`config.mk`:
```
export PLATFORM = sky130hd
export DESIGN_NAME = matrix_scanned_quadrature_encoders_core_flat
export DESIGN_NICKNAME = d
export VERILOG_FILES = /design/src/rtl/msqe_pkg.sv /design/src/rtl/msqe_stream_if.sv /design/src/rtl/msqe_ram.sv /design/src/rtl/matrix_scanned_quadrature_encoders_core.sv /design/src/flat_wrapper.sv
export VERILOG_INCLUDE_DIRS = /design/src /design/src/rtl
export SDC_FILE = /design/constraint.sdc
export NUM_CORES = 1
export LEC_CHECK = 0
export ABC_CLOCK_PERIOD_IN_PS = 3900
export BUFFER_PORTS_ARGS = -buffer_cell sky130_fd_sc_hd__buf_2
export CAP_MARGIN = 0
export CELL_PAD_IN_SITES_DETAIL_PLACEMENT = 1
export CELL_PAD_IN_SITES_GLOBAL_PLACEMENT = 1
export CORE_MARGIN = 8
export CORE_UTILIZATION = 45
export DETAILED_ROUTE_END_ITERATION = 6
export PLACE_DENSITY = 0.74
export SLEW_MARGIN = 40
export SYNTH_ARGS = -nofsm -noshare
export SYNTH_HDL_FRONTEND = slang
export SYNTH_SLANG_ARGS = --single-unit
```
`constraint.sdc`:
```
create_clock -name clk -period 3.9 [get_ports clk]
set_input_delay 0.195 -clock clk [delete_from_list [all_inputs] [get_ports clk]]
set_output_delay 0.195 -clock clk [all_outputs]
set_load 0.03 [all_outputs]
```
`src/rtl/matrix_scanned_quadrature_encoders_core_macros.svh`:
```
// assertion macros for the matrix scanned quadrature encoder core
// used by files that check their own logic; no other dependencies
`ifndef MATRIX_SCANNED_QUADRATURE_ENCODERS_CORE_MACROS_SVH
`define MATRIX_SCANNED_QUADRATURE_ENCODERS_CORE_MACROS_SVH
`ifndef SYNTH
`define MSQE_ASSERT(label, prop) \
  label: assert property (@(posedge clk) disable iff (rst) prop) \
    else $error("msqe check failed");
`define MSQE_ASSERT_RST(label, prop) \
  label: assert property (@(posedge clk) prop) \
    else $error("msqe reset check failed");
`else
`define MSQE_ASSERT(label, prop)
`define MSQE_ASSERT_RST(label, prop)
`endif
`endif

```
`src/rtl/msqe_pkg.sv`:
```
// constants and types for the matrix scanned quadrature encoder core
// no dependencies
package msqe_pkg;

  localparam int ROWS           = 6;
  localparam int COLUMNS        = 4;
  localparam int COUNT_BITS     = 16;
  localparam int ROWS_PER_GROUP = 3;
  localparam int GROUPS         = ROWS / ROWS_PER_GROUP;
  localparam int ENCODERS       = GROUPS * COLUMNS;

  localparam int COL_BITS = (COLUMNS > 1) ? $clog2(COLUMNS) : 1;
  localparam int GRP_BITS = (GROUPS > 1) ? $clog2(GROUPS) : 1;
  localparam int ENC_BITS = (ENCODERS > 1) ? $clog2(ENCODERS) : 1;

  localparam int ROW_FIELD_BITS    = 6;
  localparam int COLUMN_FIELD_BITS = 2;
  localparam int INDEX_FIELD_BITS  = 3;
  localparam int COUNT_FIELD_BITS  = 16;

  localparam int FIFO_DEPTH = 2;

  typedef struct packed {
    logic [COLUMN_FIELD_BITS-1:0]       column;
    logic [INDEX_FIELD_BITS-1:0]        encoder_index;
    logic signed [COUNT_FIELD_BITS-1:0] count;
    logic                               pressed;
    logic                               last;
  } result_t;

endpackage

```
`src/rtl/msqe_stream_if.sv`:
```
// valid/ready channels for scanned row levels and per-encoder results
// depends on msqe_pkg
interface msqe_item_if;
  logic                                     valid;
  logic                                     ready;
  logic [msqe_pkg::ROW_FIELD_BITS-1:0]      row_levels;

  modport source (output valid, output row_levels, input ready);
  modport sink (input valid, input row_levels, output ready);
endinterface

interface msqe_result_if;
  logic                                        valid;
  logic                                        ready;
  logic [msqe_pkg::COLUMN_FIELD_BITS-1:0]      column;
  logic [msqe_pkg::INDEX_FIELD_BITS-1:0]       encoder_index;
  logic signed [msqe_pkg::COUNT_FIELD_BITS-1:0] count;
  logic                                        pressed;
  logic                                        last;

  modport source (output valid, output column, output encoder_index, output count,
                  output pressed, output last, input ready);
  modport sink (input valid, input column, input encoder_index, input count,
                input pressed, input last, output ready);
endinterface

```
`src/rtl/msqe_ram.sv`:
```
// generic single write port ram with one registered read port
// no dependencies; read during write returns the old data
module msqe_ram #(
  parameter int WIDTH = 8,
  parameter int DEPTH = 4
) (
  input  logic                                         clk,
  input  logic                                         we,
  input  logic [((DEPTH > 1) ? $clog2(DEPTH) : 1)-1:0] waddr,
  input  logic [WIDTH-1:0]                             wdata,
  input  logic [((DEPTH > 1) ? $clog2(DEPTH) : 1)-1:0] raddr,
  output logic [WIDTH-1:0]                             rdata
);

  logic [WIDTH-1:0] mem [DEPTH];

  always_ff @(posedge clk) begin
    if (we) begin
      mem[waddr] <= wdata;
    end
    rdata <= mem[raddr];
  end

endmodule

```
`src/rtl/matrix_scanned_quadrature_encoders_core.sv`:
```
// Scans a matrix of rotary encoders: each accepted row sample belongs to the next column and
// yields one result per row group (A, B, button), the last one marked. A scan tick is issued
// one row group at a time while the output queue has room, set by the single read port of the
// count memory, which is read once per group and written back on the next cycle; ticks may
// follow each other with no gap. The sample is registered, its counts are read in stage one,
// updated in stage two and written into the output queue. Counts and stored row levels live
// in small rams whose entries read as zero until first written, so no clearing pass is needed
// after reset. A two-entry output queue keeps results moving while the sink stalls.
// depends on msqe_pkg, msqe_stream_if, msqe_ram and the macros header
`include "matrix_scanned_quadrature_encoders_core_macros.svh"

module matrix_scanned_quadrature_encoders_core (
  input  logic                 clk,
  input  logic                 rst,
  msqe_item_if.sink            items,
  msqe_result_if.source        results
);

  localparam logic [msqe_pkg::GRP_BITS-1:0] GRP_LAST =
    msqe_pkg::GRP_BITS'(msqe_pkg::GROUPS - 1);
  localparam logic [msqe_pkg::COL_BITS-1:0] COL_LAST =
    msqe_pkg::COL_BITS'(msqe_pkg::COLUMNS - 1);

  // item register and sequencer
  logic                              busy;
  logic [msqe_pkg::GRP_BITS-1:0]     grp;
  logic [msqe_pkg::COL_BITS-1:0]     cur_col;
  logic [msqe_pkg::ROWS-1:0]         lv;
  logic [msqe_pkg::COL_BITS-1:0]     col_next;
  logic                              issue;
  logic                              in_xfer;
  logic                              pop;

  // stage two
  logic                              s2_valid;
  logic [msqe_pkg::GRP_BITS-1:0]     s2_grp;
  logic [msqe_pkg::COL_BITS-1:0]     s2_col;
  logic [msqe_pkg::ENC_BITS-1:0]     s2_addr;
  logic                              s2_a;
  logic                              s2_b;
  logic                              s2_btn;
  logic                              s2_last;
  logic [msqe_pkg::ROWS-1:0]         s2_now;

  // memories and forwarding
  logic [msqe_pkg::ENC_BITS-1:0]     cnt_raddr;
  logic [msqe_pkg::COUNT_BITS-1:0]   cnt_rdata;
  logic [msqe_pkg::COUNT_BITS-1:0]   cnt_old;
  logic [msqe_pkg::COUNT_BITS-1:0]   cnt_new;
  logic [msqe_pkg::ROWS-1:0]         prev_rdata;
  logic [msqe_pkg::ROWS-1:0]         prev_old;
  logic [msqe_pkg::ROWS-1:0]         prev_sh;
  logic [msqe_pkg::ROWS-1:0]         now_sh;
  logic [msqe_pkg::ENCODERS-1:0]     cnt_vld;
  logic [msqe_pkg::COLUMNS-1:0]      prev_vld;
  logic                              fwd_cnt_vld;
  logic [msqe_pkg::ENC_BITS-1:0]     fwd_cnt_addr;
  logic [msqe_pkg::COUNT_BITS-1:0]   fwd_cnt_data;
  logic                              fwd_prev_vld;
  logic [msqe_pkg::COL_BITS-1:0]     fwd_prev_addr;
  logic [msqe_pkg::ROWS-1:0]         fwd_prev_data;
  logic                              prev_we;
  logic                              a_fell;
  logic                              b_fell;

  // output queue
  msqe_pkg::result_t                 fifo_mem [msqe_pkg::FIFO_DEPTH];
  msqe_pkg::result_t                 res;
  msqe_pkg::result_t                 head;
  logic                              wptr;
  logic                              rptr;
  logic [1:0]                        fifo_cnt;

  assign pop     = results.valid && results.ready;
  assign in_xfer = items.valid && items.ready;
  assign issue   = busy &&
                   ((fifo_cnt + 2'(s2_valid)) < (2'(msqe_pkg::FIFO_DEPTH) + 2'(pop)));
  assign items.ready = !busy || (issue && grp == GRP_LAST);
  assign col_next = (cur_col == COL_LAST) ? '0 : cur_col + 1'b1;

  always_ff @(posedge clk) begin
    if (rst) begin
      busy    <= 1'b0;
      grp     <= '0;
      cur_col <= COL_LAST;
    end else begin
      if (issue) begin
        if (grp == GRP_LAST) begin
          grp <= '0;
        end else begin
          grp <= grp + 1'b1;
        end
      end
      if (in_xfer) begin
        busy    <= 1'b1;
        cur_col <= col_next;
      end else if (issue && grp == GRP_LAST) begin
        busy <= 1'b0;
      end
    end
  end

  always_ff @(posedge clk) begin
    if (in_xfer) begin
      lv <= items.row_levels[msqe_pkg::ROWS-1:0];
    end
  end

  // stage one: read count and stored levels
  assign cnt_raddr = msqe_pkg::ENC_BITS'(int'(grp) * msqe_pkg::COLUMNS + int'(cur_col));
  assign now_sh    = lv >> (int'(grp) * msqe_pkg::ROWS_PER_GROUP);

  always_ff @(posedge clk) begin
    if (rst) begin
      s2_valid <= 1'b0;
    end else begin
      s2_valid <= issue;
    end
  end

  always_ff @(posedge clk) begin
    s2_grp  <= grp;
    s2_col  <= cur_col;
    s2_addr <= cnt_raddr;
    s2_a    <= now_sh[0];
    s2_b    <= now_sh[1];
    s2_btn  <= now_sh[2];
    s2_last <= (grp == GRP_LAST);
    s2_now  <= lv;
  end

  msqe_ram #(
    .WIDTH (msqe_pkg::COUNT_BITS),
    .DEPTH (msqe_pkg::ENCODERS)
  ) u_cnt_ram (
    .clk   (clk),
    .we    (s2_valid),
    .waddr (s2_addr),
    .wdata (cnt_new),
    .raddr (cnt_raddr),
    .rdata (cnt_rdata)
  );

  msqe_ram #(
    .WIDTH (msqe_pkg::ROWS),
    .DEPTH (msqe_pkg::COLUMNS)
  ) u_prev_ram (
    .clk   (clk),
    .we    (prev_we),
    .waddr (s2_col),
    .wdata (s2_now),
    .raddr (cur_col),
    .rdata (prev_rdata)
  );

  // stage two: modify and write back
  assign prev_we = s2_valid && s2_last;

  always_comb begin
    if (fwd_cnt_vld && fwd_cnt_addr == s2_addr) begin
      cnt_old = fwd_cnt_data;
    end else if (cnt_vld[s2_addr]) begin
      cnt_old = cnt_rdata;
    end else begin
      cnt_old = '0;
    end
    if (fwd_prev_vld && fwd_prev_addr == s2_col) begin
      prev_old = fwd_prev_data;
    end else if (prev_vld[s2_col]) begin
      prev_old = prev_rdata;
    end else begin
      prev_old = '0;
    end
    prev_sh = prev_old >> (int'(s2_grp) * msqe_pkg::ROWS_PER_GROUP);
    a_fell  = prev_sh[0] && !s2_a;
    b_fell  = prev_sh[1] && !s2_b;
    if (a_fell && s2_b) begin
      cnt_new = cnt_old + 1'b1;
    end else if (b_fell && s2_a) begin
      cnt_new = cnt_old - 1'b1;
    end else begin
      cnt_new = cnt_old;
    end
  end

  always_ff @(posedge clk) begin
    if (rst) begin
      cnt_vld      <= '0;
      prev_vld     <= '0;
      fwd_cnt_vld  <= 1'b0;
      fwd_prev_vld <= 1'b0;
    end else begin
      fwd_cnt_vld  <= s2_valid;
      fwd_prev_vld <= prev_we;
      if (s2_valid) begin
        cnt_vld[s2_addr] <= 1'b1;
      end
      if (prev_we) begin
        prev_vld[s2_col] <= 1'b1;
      end
    end
  end

  always_ff @(posedge clk) begin
    fwd_cnt_addr  <= s2_addr;
    fwd_cnt_data  <= cnt_new;
    fwd_prev_addr <= s2_col;
    fwd_prev_data <= s2_now;
  end

  // output queue
  always_comb begin
    res.column        = msqe_pkg::COLUMN_FIELD_BITS'(s2_col);
    res.encoder_index = msqe_pkg::INDEX_FIELD_BITS'(s2_addr);
    res.count         = msqe_pkg::COUNT_FIELD_BITS'(cnt_new);
    res.pressed       = !s2_btn;
    res.last          = s2_last;
  end

  always_ff @(posedge clk) begin
    if (rst) begin
      wptr     <= 1'b0;
      rptr     <= 1'b0;
      fifo_cnt <= '0;
    end else begin
      if (s2_valid) begin
        wptr <= !wptr;
      end
      if (pop) begin
        rptr <= !rptr;
      end
      fifo_cnt <= fifo_cnt + 2'(s2_valid) - 2'(pop);
    end
  end

  always_ff @(posedge clk) begin
    if (s2_valid) begin
      fifo_mem[wptr] <= res;
    end
  end

  assign head                  = fifo_mem[rptr];
  assign results.valid         = (fifo_cnt != '0);
  assign results.column        = head.column;
  assign results.encoder_index = head.encoder_index;
  assign results.count         = head.count;
  assign results.pressed       = head.pressed;
  assign results.last          = head.last;

  `MSQE_ASSERT(a_fifo_bound, fifo_cnt <= 2'(msqe_pkg::FIFO_DEPTH))
  `MSQE_ASSERT(a_push_room, s2_valid |-> fifo_cnt < 2'(msqe_pkg::FIFO_DEPTH))
  `MSQE_ASSERT(a_accept_starts, in_xfer |=> busy && grp == '0)
  `MSQE_ASSERT_RST(a_reset_idle, rst |=> !busy && !s2_valid && fifo_cnt == '0)

endmodule

```
`src/flat_wrapper.sv`:
```
// flat-port wrapper written by rule: the top's interface ports become plain ports
module matrix_scanned_quadrature_encoders_core_flat 
  (clk, rst, items_valid, items_row_levels, items_ready, results_valid, results_column, results_encoder_index, results_count, results_pressed, results_last, results_ready);
  msqe_item_if items_i ();
  msqe_result_if results_i ();
  input  logic clk;
  input  logic rst;
  input wire logic [$bits(items_i.valid)-1:0] items_valid;
  input wire logic [$bits(items_i.row_levels)-1:0] items_row_levels;
  output wire logic [$bits(items_i.ready)-1:0] items_ready;
  output wire logic [$bits(results_i.valid)-1:0] results_valid;
  output wire logic [$bits(results_i.column)-1:0] results_column;
  output wire logic [$bits(results_i.encoder_index)-1:0] results_encoder_index;
  output wire logic [$bits(results_i.count)-1:0] results_count;
  output wire logic [$bits(results_i.pressed)-1:0] results_pressed;
  output wire logic [$bits(results_i.last)-1:0] results_last;
  input wire logic [$bits(results_i.ready)-1:0] results_ready;
  assign items_i.valid = items_valid;
  assign items_i.row_levels = items_row_levels;
  assign items_ready = items_i.ready;
  assign results_valid = results_i.valid;
  assign results_column = results_i.column;
  assign results_encoder_index = results_i.encoder_index;
  assign results_count = results_i.count;
  assign results_pressed = results_i.pressed;
  assign results_last = results_i.last;
  assign results_i.ready = results_ready;
  matrix_scanned_quadrature_encoders_core u_core (.clk(clk), .rst(rst), .items(items_i), .results(results_i));
endmodule
```
Word-level counts from Yosys, hierarchy flattened
Memory sizes are Yosys's and may differ from the RTL's. A register that Yosys moved wholly into a read port is not among the register bits.
Cells that the tools add are included.
{"block": "totals", "regBits": 71, "input_bits": 10, "ramBits": 198, "mem_count": 3, "out_inout_bits": 25}
{"block": "op_classes", "n_mux": 24, "bitwise": 2, "eq_ne": 3, "n_mul": 2, "magnitude_cmp": 5, "reduce_logical": 22, "n_shift": 2, "add_sub_neg": 8}
{"name": "u_core.u_cnt_ram.mem", "words": 8, "width": 16, "read_ports": 1, "rd_clocked_by_memory_dff": 1, "wr": 1, "line": "msqe_ram.sv:15", "rtl": "logic [WIDTH-1:0] mem [DEPTH];"}
{"name": "u_core.fifo_mem", "words": 2, "width": 23, "read_ports": 1, "rd_clocked_by_memory_dff": 1, "wr": 1, "line": "matrix_scanned_quadrature_encoders_core.sv:67", "rtl": "msqe_pkg::result_t fifo_mem [msqe_pkg::FIFO_DEPTH];"}
{"name": "u_core.u_prev_ram.mem", "words": 4, "width": 6, "read_ports": 1, "rd_clocked_by_memory_dff": 1, "wr": 1, "line": "msqe_ram.sv:15"}
{"operator": "$mux W16", "n": 4}
{"operator": "$shr A6 B32 Y2", "n": 1}
{"operator": "$shr A6 B32 Y3", "n": 1}
{"operator": "$add A16 B1 Y16 const B", "n": 1}
{"operator": "$sub A16 B1 Y16 const B", "n": 1}
{"operator": "$logic_and A1 B1 Y1", "n": 13}
{"operator": "$mux W1", "n": 13}
{"operator": "$mux W6", "n": 2}
{"operator": "$or A8 B8 Y8", "n": 1}
{"operator": "$logic_not A1 Y1", "n": 6}
{"operator": "$mul A1 B2 Y3 const B", "n": 2}
{"operator": "$lt A3 B4 Y1 const B", "n": 1}
{"operator": "$or A4 B4 Y4", "n": 1}
{"operator": "$reduce_bool A2 Y1", "n": 2}
{"operator": "$add A3 B2 Y3", "n": 1}
{"operator": "$bmux W1 S3", "n": 1}
{"operator": "$demux W1 S3", "n": 1}
{"operator": "$eq A3 B3 Y1", "n": 1}
{"operator": "$ge A3 B1 Y1 const B", "n": 1}
{"operator": "$lt A2 B3 Y1 const B", "n": 1}
{"operator": "$add A2 B1 Y2", "n": 1}
{"operator": "$add A2 B1 Y2 const A", "n": 1}
{"operator": "$add A2 B1 Y2 const B", "n": 1}
{"operator": "$bmux W1 S2", "n": 1}
{"operator": "other kinds (9)", "n": 9}

Longest topological paths before layout
Gate-level depths: netlist of run 1.
{"block": "depth", "ltp_word": 9, "ltp_mapped": 14}

Modules after synthesis
Synthesis of run 1 repeated with hierarchy kept, for this count alone.
{"block": "hier_totals", "hier_cells": 631, "area_unflattened_um2": 10920.5}
{"module": "msqe_ram (u_core.u_cnt_ram)", "instances": 1, "area_per_inst_um2": 5293.8, "cells_per_inst": 214}
{"module": "matrix_scanned_quadrature_encoders_core", "instances": 1, "area_per_inst_um2": 4608.2, "cells_per_inst": 376}
{"module": "msqe_ram (u_core.u_prev_ram)", "instances": 1, "area_per_inst_um2": 1018.5, "cells_per_inst": 41}

Worst setup path before layout of run 1
No wires, ideal clock.
{"block": "synth_timing", "path_type": "register to register", "startpoint": "reg u_core.s2_col[0] (netlist name)", "endpoint": "mem u_core.fifo_mem[0][14] (netlist name), data pin", "path_buffers": 3, "slack_ns": 0.245, "stages_incl_launch_ff": 14, "t_arrival_ns": 3.390, "setup_time_ns": 0.265, "t_required_ns": 3.635, "path_cell_list": "dfxtp_1 buf_6 mux2_4 mux4_2 and2_4 buf_6 buf_6 a22oi_1 inv_1 ha_1 and3_1 a32oi_1 nor3_1 xnor2_1"}
{"block": "synth_via", "elab_chain_len": 9, "elab_cells_between_ends": 13}
{"element": "start: declaration", "line": "matrix_scanned_quadrature_encoders_core.sv:37", "rtl": "logic [msqe_pkg::COL_BITS-1:0] s2_col;"}
{"element": "start signal: assignment", "line": "matrix_scanned_quadrature_encoders_core.sv:123", "rtl": "s2_col <= cur_col;"}
{"element": "$bmux W1 S2", "line": "matrix_scanned_quadrature_encoders_core.sv:169", "rtl": "end else if (prev_vld[s2_col]) begin"}
{"element": "$mux W1 (implied by the code)", "line": "matrix_scanned_quadrature_encoders_core.sv:169"}
{"element": "$mux W6", "line": "matrix_scanned_quadrature_encoders_core.sv:169"}
{"element": "$mux W6 (*)", "line": "matrix_scanned_quadrature_encoders_core.sv:167", "rtl": "if (fwd_prev_vld && fwd_prev_addr == s2_col) begin"}
{"element": "$shr A6 B32 Y2 (*)", "line": "matrix_scanned_quadrature_encoders_core.sv:174", "rtl": "prev_sh = prev_old >> (int'(s2_grp) * msqe_pkg::ROWS_PER_GROUP);"}
{"element": "$logic_and A1 B1 Y1", "line": "matrix_scanned_quadrature_encoders_core.sv:176", "rtl": "b_fell = prev_sh[1] && !s2_b;"}
{"element": "$logic_and A1 B1 Y1", "line": "matrix_scanned_quadrature_encoders_core.sv:179", "rtl": "end else if (b_fell && s2_a) begin"}
{"element": "$mux W16", "line": "matrix_scanned_quadrature_encoders_core.sv:179"}
{"element": "$mux W16 (*)", "line": "matrix_scanned_quadrature_encoders_core.sv:177", "rtl": "if (a_fell && s2_b) begin"}
{"element": "net u_core.cnt_new (one bit)", "line": "matrix_scanned_quadrature_encoders_core.sv:49", "rtl": "logic [msqe_pkg::COUNT_BITS-1:0] cnt_new;"}
{"element": "end: declaration", "line": "matrix_scanned_quadrature_encoders_core.sv:67"}
Mark *: on every way through the listed nets, which the timed path passes. The rest lies on a longest branch. The select of a mux whose other input is x is not followed.

Worst setup path in the final report of run 1
{"block": "layout_timing", "startpoint": "reg u_core.s2_col[0] (netlist name)", "endpoint": "mem u_core.fifo_mem[1][10] (netlist name), data pin"}
Same word-level chain as after synthesis.

==> run summary, run 1 <==
The tools report the detailed-route via count as 5756. Once placement completed, the tool counted placed cells totaling 970. The die is 167 µm wide. The run gives 0 as the number of max-slew violations in the final report. Timing would allow up to 276 MHz. The number of different library cells used by synthesis comes to 55. The critical path class was flip-flop to flip-flop. The floorplan step defined a die boundary enclosing 27800 µm². The via count of the first global-routing pass is 6311, and the share of synthesized registers carrying an async set or reset is 0.

The largest single stage delay on the critical path is 0.60 ns. Global routing finished with a remaining overflow of 0. The met1 track demand over resource was 0.229. The tools report the beginning of the worst register-to-register path as u_core.s2_col[0]. TritonCTS built the clock tree.

The run finished with clean final reports. Synthesis handed over a netlist of 641 instances. CTS placed an instance of sky130_fd_sc_hd__clkbuf_16 at the clock tree root. STA classifies the critical path startpoint as a flip-flop. By count the netlist is led by sky130_fd_sc_hd__edfxtp_1 (190), sky130_fd_sc_hd__dfxtp_1 (77), sky130_fd_sc_hd__nand2_1 (60). Measured in cells, the most critical reg-to-reg path has a length of 11. Counting the buffers created by CTS gives 27. In this run the worst path has a maximum fanout of 20. The first detailed-routing pass ran for 4 iterations. Sorting the synthesized cells by area gives the leading types as sky130_fd_sc_hd__edfxtp_1 (56%), sky130_fd_sc_hd__dfxtp_1 (15%), sky130_fd_sc_hd__mux4_2 (8.4%), sky130_fd_sc_hd__mux2_2 (3.2%), sky130_fd_sc_hd__nand2_1 (2.2%). The routing usage on met2 is 0.303, and the number of synthesized register bits is 267.

Dividing the detail-routed wire length by the instance count gives 23.8 µm. Share of the synthesized area in the top cell type: 0.558. The worst setup path is captured at a flip-flop. The global routing met3 resource utilization is 0.0234. The cell with the most instances after synthesis is sky130_fd_sc_hd__edfxtp_1. The congestion estimate from routability-driven global placement came to 0.874.

Wires add up to 24.5 mm. Number of cells on the worst hold path: 2. After detailed routing, the number of vias per cell comes to 5.60.

The number of synthesized flops with an enable pin works out to 190. The worst max-slew margin expressed relative to the limit came out at 0.439. The worst hold path terminates at u_core.fifo_cnt[0].

The areal power density over the cells is 600 nW/µm². Entering global routing, the biggest net connects 24 pins. In this run the static leakage power is 4.36 nW. Measured slew at the worst slew-check pin: 0.841 ns. The area growth from synthesis to layout is 16.8%.

The detail route stage leaves a number of antenna-violating nets equal to 0. For this run, the number of Yosys warnings is 0. For this run, the post-layout net count is 738.

Clock-pin slew of the registers on the worst-case setup and hold paths: 0.06 ns. Setup slack on the critical path of the routed design comes to 0.273 ns. The worst-case IR drop observed on VDD is 0.536 mV. For the worst-skew pair, the clock arrives at the later sink with an insertion delay of 0.54 ns. The tools report the maximum buffer depth of the clock tree as 3. The share of layout cells above drive strength 1 is 0.271. The slowest stage cell on the critical path was sky130_fd_sc_hd__mux4_2. The sequential-to-total area share from yosys stat came out at 0.709. The critical path goes through mux2_2 > mux4_2 > and2_4 > a22oi_1 > inv_1 > ha_1 > and3_1 > a32oi_1 > buf_4 > nor2_1 > xor2_2. Setup violations remaining at the end of the flow were counted as 0.

The HPWL after detailed placement is 16.4 mm. The mean post-synth cell area works out to 15.9 µm². The initial antenna violation count is 0, and the final critical delay including setup and external delays is 3.63 ns. The number of nets handed over by synthesis was 657. Pin placement for this block handled 35 I/O pins. The detailed router finished its first iteration with 257 violations.

The tools report the reg-to-reg endpoint as u_core.fifo_mem[1][10]. The min-delay analysis places its worst path in the category input pin to flip-flop. The worst min-delay path startpoint is rst.

The synthesized netlist occupies a cell area of 10200 µm². Leaving out filler cells and counting taps, the final layout contains 1028. The tools report the max-cap check violation count as 0. On the final layout, the worst clock skew is 0.0224 ns. The effective utilization at floorplan was 0.454; the number of inserted diodes was 0. The first global-routing pass estimated 37.8 mm of wire. The tools report the area of the core as 22500 µm². The part of the cycle the worst path needs works out to 0.930. Measured along the y axis, the die boundary spans 167 µm. The run gives 7.17 mW as the overall power consumption.

The number of hold-slack violations in the final timing report is 0, and the final hold slack is 0.0611 ns. The post-synthesis cell type with the largest combined area was sky130_fd_sc_hd__edfxtp_1. The logs give 55 for the number of rows in the core area and 267 for the number of sinks on the clock net. In this run the register-to-register setup slack is 0.27 ns.

met2 is the most crowded layer. The logs give 4.17 ns for the data required time of the worst path and 1 for the total number of H-tree levels. Timing analysis after detailed placement gives a worst setup slack of 0.0718 ns. Port buffering added 34 buffers. Among all flip-flop cells after synthesis, the most frequent one is sky130_fd_sc_hd__edfxtp_1. The logs give 0.177 for the global routing usage summed across all routing layers and 0 for the DRC violations left. Data arrives at the worst endpoint at 3.90 ns.
[power by group]
group | switching (mW) | total, mW | internal [mW]
clock | 1.01 | 2.50 | 1.49
combinational | 0.743 | 1.20 | 0.455
sequential | 0.185 | 3.47 | 3.29
total | 1.94 | 7.17 | 5.23
[cell type report]
cell class                 count  area, µm²
fill                        2111      10600
timing repair buffer          79        546
tap                          285        357
clock inverter                 6       83.8
multi-input combinational    333       2880
clock buffer                  44        779
sequential                   267       7250
inverter                      14       52.6
[worst max-delay path by stage]
stage               slack [ns]  cells after the start             start                          end
floorplan                 0.24                     13  u_core.s2_col[0]       u_core.fifo_mem[0][14]
global placement          0.20                     11  u_core.s2_col[0]  u_core.u_cnt_ram.mem[6][10]
detailed placement        0.07                     11  u_core.s2_col[0]  u_core.u_cnt_ram.mem[3][12]
CTS                       0.03                     11  u_core.s2_col[0]  u_core.u_cnt_ram.mem[6][12]
global route             -0.01                     11  u_core.s2_col[0]       u_core.fifo_mem[0][10]
finish                    0.27                     11  u_core.s2_col[0]       u_core.fifo_mem[1][10]
[per-layer routing]
metal	up-vias	routed length, µm	share of wire
met2	107	12300	0.50
met1	3004	10900	0.45
li1	2599	-	-
met3	46	601	0.025
met5	-	0	0
met4	0	679	0.028
[timing repair]
action | CTS | global route
buffers inserted | 0 | 0
hold endpoints to repair | 7 | 0
resized for setup | 0 | 4
hold buffers | 7 | 0
setup endpoints to repair | 0 | 44
[through the flow]
stage	area (µm²)	TNS [ns]	utilization
after floorplan	10200	0	-
after global placement	10900	0	0.485
after detailed placement	10900	0	0.485
after CTS	11800	0	0.526
after global routing	11900	-0.0773	0.531
final	11900	0	0.531
[cell families after synthesis]
logic type / synth area share
flip-flops: 0.709
AND/OR/NAND/NOR: 0.0755
multiplexers: 0.121
AO/OA/AOI/OAI: 0.0476
buffers and inverters: 0.0191
XOR/XNOR: 0.0206
adder cells (fa/ha/maj): 0.00734
[worst max-delay path, delay by kind of cell, from the launching register on]
family	cells	cell delay, ns
AOI/OAI and AO/OA	2	0.49
DFF	1	0.47
xor gates and xnor gates	1	0.41
adders and majority gates	1	0.19
and+or+nand+nor	3	0.55
buffers and inverters	2	0.28
muxes	2	0.96
[sequential cells by signal (all words and copies together) (netlist names), 6 cells and up, named ones only]
name	cells
u_core.fwd_cnt_data	16
u_core.lv	6
u_core.fifo_mem	40
u_core.u_prev_ram.mem	16
u_core.u_cnt_ram.mem	128
u_core.u_cnt_ram.rdata	16
u_core.cnt_vld	8
[cell usage in the layout (no fill, tap or decap), types with 5 or more instances in the layout]
| cell | count |
|---|---|
| sky130_fd_sc_hd__edfxtp_1 | 190 |
| sky130_fd_sc_hd__dfxtp_1 | 75 |
| sky130_fd_sc_hd__nand2_1 | 60 |
| sky130_fd_sc_hd__nor2_1 | 52 |
| sky130_fd_sc_hd__mux4_2 | 38 |
| sky130_fd_sc_hd__buf_4 | 37 |
| sky130_fd_sc_hd__buf_2 | 34 |
| sky130_fd_sc_hd__mux2_2 | 29 |
| sky130_fd_sc_hd__clkbuf_16 | 27 |
| sky130_fd_sc_hd__inv_1 | 13 |
| sky130_fd_sc_hd__clkbuf_1 | 13 |
| sky130_fd_sc_hd__a22oi_1 | 11 |
| sky130_fd_sc_hd__nand3_1 | 10 |
| sky130_fd_sc_hd__xnor2_1 | 9 |
| sky130_fd_sc_hd__a21oi_1 | 9 |
| sky130_fd_sc_hd__o21ai_0 | 7 |
| sky130_fd_sc_hd__xnor2_2 | 7 |
| sky130_fd_sc_hd__dlygate4sd3_1 | 7 |
| sky130_fd_sc_hd__ha_1 | 6 |
| sky130_fd_sc_hd__and2_1 | 5 |
| sky130_fd_sc_hd__nand4_1 | 5 |
| sky130_fd_sc_hd__a22o_1 | 5 |
| sky130_fd_sc_hd__xor2_1 | 5 |
| sky130_fd_sc_hd__nor4_1 | 5 |
| sky130_fd_sc_hd__nor3_1 | 5 |
(Power assumes the default switching activity.)
==> run 2, diff against run 1 <==
- MAX_ROUTING_LAYER: default -> met4
==> run summary, run 2 (same netlist as run 1, synthesis figures left out) <==
Total number of H-tree levels: 1. In this run the power spent charging and discharging nets is 1.99 mW. In the final routed layout, each cell accounts on average for 24.2 µm. The global routing usage summed across all routing layers came out at 0.184.

The tree is rooted in a sky130_fd_sc_hd__clkbuf_16. Row generation in the floorplan step produced 55 rows. The share of layout cells above drive strength 1 is 0.278. The critical path contains buffers and inverters numbering 2 combined.

In the final layout, the multi-input gates occupy 2900 µm². Compared with the post-synthesis result, the final layout area differs by 16.6%. For the finished layout, the period the worst path requires is 3.67 ns. The worst max-slew margin expressed relative to the limit is 0.439, and the setup-violating endpoint count in the final report is 0. The run finished with clean final reports. The count of nets after finishing was 736.

Ranked by flip-flop count, first place goes to u_core.u_cnt_ram.mem. The average via count per standard cell is 5.57, and the chip height is 167 µm. TritonCTS created 27 clock buffers. TritonCTS built the clock tree. The floorplan step defined a die boundary enclosing 27800 µm².

The effective utilization at floorplan is 0.454, and the setup skew after layout is 0.0202 ns. The critical path is of the flip-flop to flip-flop type. On the critical path the largest part of the delay comes from multiplexers.

Counting along the longest clock path gives a buffer depth of 3. The part of the cycle the worst path needs is 0.942, and the combinational group share of total power is 0.167. The run gives 5714 as the detailed-route via count. Max-cap violations in this run came to 0. The largest registers in the layout are u_core.u_cnt_ram.mem (128), u_core.fifo_mem (40). For the number of sinks on the clock net, the log shows 267. The completed layout was analyzed and its total power is 7.13 mW.

The clock-pin slew of the registers on the worst-case setup and hold paths works out to 0.07 ns. The tightest min-delay check is of the input pin to flip-flop type. The logs give 0.345 for the part of the power in the clock network and 16.2 mm for the sum of net half-perimeters after detailed placement. The area of the core is 22500 µm². The first routing iteration left 370 violations. The worst setup path is launched from a flip-flop. Cell internal power was estimated by the tool at 5.14 mW. The logs give 0 for the number of hold-slack violations in the final timing report and 38.0 mm for the first-pass GRT wire length. Based on the critical path, the design can be clocked at up to 272 MHz.

The run gives 7250 µm² as the area taken by flip-flops and latches. The leakage component of the power was 4.37 nW. In the routed design, unresolved DRC markers number 0.

The data required time of the worst path came out at 4.17 ns. The areal power density over the cells is 598 nW/µm². The peak fanout along the critical path works out to 20. The repair_antennas step left the layout with diodes totalling 0. Pin placement for this block handled 35 I/O pins.

For the number of iterations in the first detailed-routing pass, the log shows 6. For the pin with the worst max-slew slack, the measured transition is 0.838 ns. Walking the worst path, the cells encountered are mux2_2 > mux4_2 > and2_4 > a22oi_1 > inv_1 > ha_1 > and3_1 > a32oi_1 > buf_4 > nor3_1 > xnor2_2. The tools report the sum of overflow across all layers after global routing as 0. In this run the remaining antenna-violating nets after routing total 0. The slowest stage cell on the critical path was sky130_fd_sc_hd__mux4_2. The width of the die is 167 µm. The arrival time reported for the critical path endpoint is 3.94 ns, and the clock network latency to the later pin of the worst-skew pair is 0.54 ns. The delay of the slowest critical-path stage came out at 0.60 ns. Setup slack closes at 0.227 ns. The switching share of power is 0.279, and the total of buffers placed on input and output ports is 34. The library cell used most frequently in the layout, excluding fill and tap cells, is sky130_fd_sc_hd__edfxtp_1. The tools report the maximum VDD drop as 0.448 mV. The pin count of the biggest net entering global routing was 38. The tools report the critical path endpoint category as a flip-flop. The congestion estimate from routability-driven global placement came to 0.867. The routed design has 24.8 mm of wire. The number of max-slew violations in the final report came out at 0. Number of flip-flops under the largest register name: 128. The library cells used most frequently in the layout, excluding fill and tap cells, are sky130_fd_sc_hd__edfxtp_1 (190), sky130_fd_sc_hd__dfxtp_1 (76), sky130_fd_sc_hd__nand2_1 (60). The sequential share of power is 0.488, and the initial antenna violation count is 0. Prior to clock tree synthesis, the placed netlist has a worst setup slack of 0.00631 ns.

The buffer count from post-CTS setup fixing came out at 0. Counting the fill cells in the layout gives 2133. The via count of the first global-routing pass is 6219.
## run 2: changes by cell type in the layout (fill, tap and decap cells not counted), sizes merged
cell	delta
clkinvlp	+1
buf	-2
inv	+2
clkinv	+6
bufinv	-2
clkbuf	-8
## run 2: worst paths after layout
| kind | startpoint | to | slack (ns) | depth (start not counted) |
|---|---|---|---|---|
| worst max-delay path | u_core.s2_col[0] | u_core.u_cnt_ram.mem[7][12] | 0.23 | 11 |
| worst min-delay path | rst | u_core.fifo_cnt[0] | 0.07 | 2 |
| worst max register to register | u_core.s2_col[0] | u_core.u_cnt_ram.mem[7][12] | 0.23 | 11 |
| worst min register to register | u_core.lv[4] | u_core.s2_now[4] | 0.37 | 0 |
## run 2: per-stage QoR
| step | util | hold slack, ns | cells | TNS (ns) | area (µm²) |
|---|---|---|---|---|---|
| 2_1_floorplan | - | 0.267 | 641 | 0 | 10200 |
| 3_3_place_gp | 0.484 | 0.353 | 969 | 0 | 10900 |
| 3_5_place_dp | 0.484 | 0.356 | 969 | 0 | 10900 |
| 4_1_cts | 0.526 | 0.0565 | 1025 | 0 | 11800 |
| 5_1_grt | 0.530 | 0.0930 | 1025 | -0.0815 | 11900 |
| 6_report | 0.530 | 0.0714 | 1025 | 0 | 11900 |
## run 2: power by group through the flow
| stage | Combinational, mW | Clock (mW) | Sequential, mW |
|---|---|---|---|
| 6_report | 1.19 | 2.46 | 3.48 |
| 5_1_grt | 1.29 | 2.61 | 3.50 |
| 3_3_place_gp | 1.14 | 0 | 3.53 |
| 3_5_place_dp | 1.19 | 0 | 3.53 |
| 2_1_floorplan | 0.844 | 0 | 3.44 |
| 4_1_cts | 1.20 | 2.51 | 3.48 |
## run 2: worst reg2reg max path: cells and delay by family (launching register included)
family	cells	cell delay, ns
xor gates and xnor gates	1	0.40
buffers and inverters	2	0.28
DFF	1	0.47
muxes	2	0.97
and+or+nand+nor	3	0.55
adders and majority gates	1	0.19
AOI/OAI and AO/OA	2	0.55
## run 2: area by class of cell
| type | count | area share |
|---|---|---|
| Multi-Input combinational cell | 333 | 0.243 |
| Clock inverter | 13 | 0.00598 |
| Tap cell | 285 | 0.0299 |
| Clock buffer | 36 | 0.0656 |
| Timing Repair Buffer | 77 | 0.0428 |
| Inverter | 14 | 0.00441 |
| Sequential cell | 267 | 0.608 |
## run 2: repair_timing
| item | 4_1_cts | 5_1_grt |
|---|---|---|
| cloned | 0 | 0 |
| setup endpoints to repair | 17 | 32 |
| hold endpoints to repair | 7 | 0 |
| pin swaps | 0 | 2 |
| resized for setup | 2 | 3 |
| hold buffers | 7 | 0 |
## run 2: per-layer routing
layer	part of all wire	track usage
met5	0	-
met2	0.51	0.314
met4	0.023	0.0458
met1	0.42	0.229
met3	0.041	0.0251
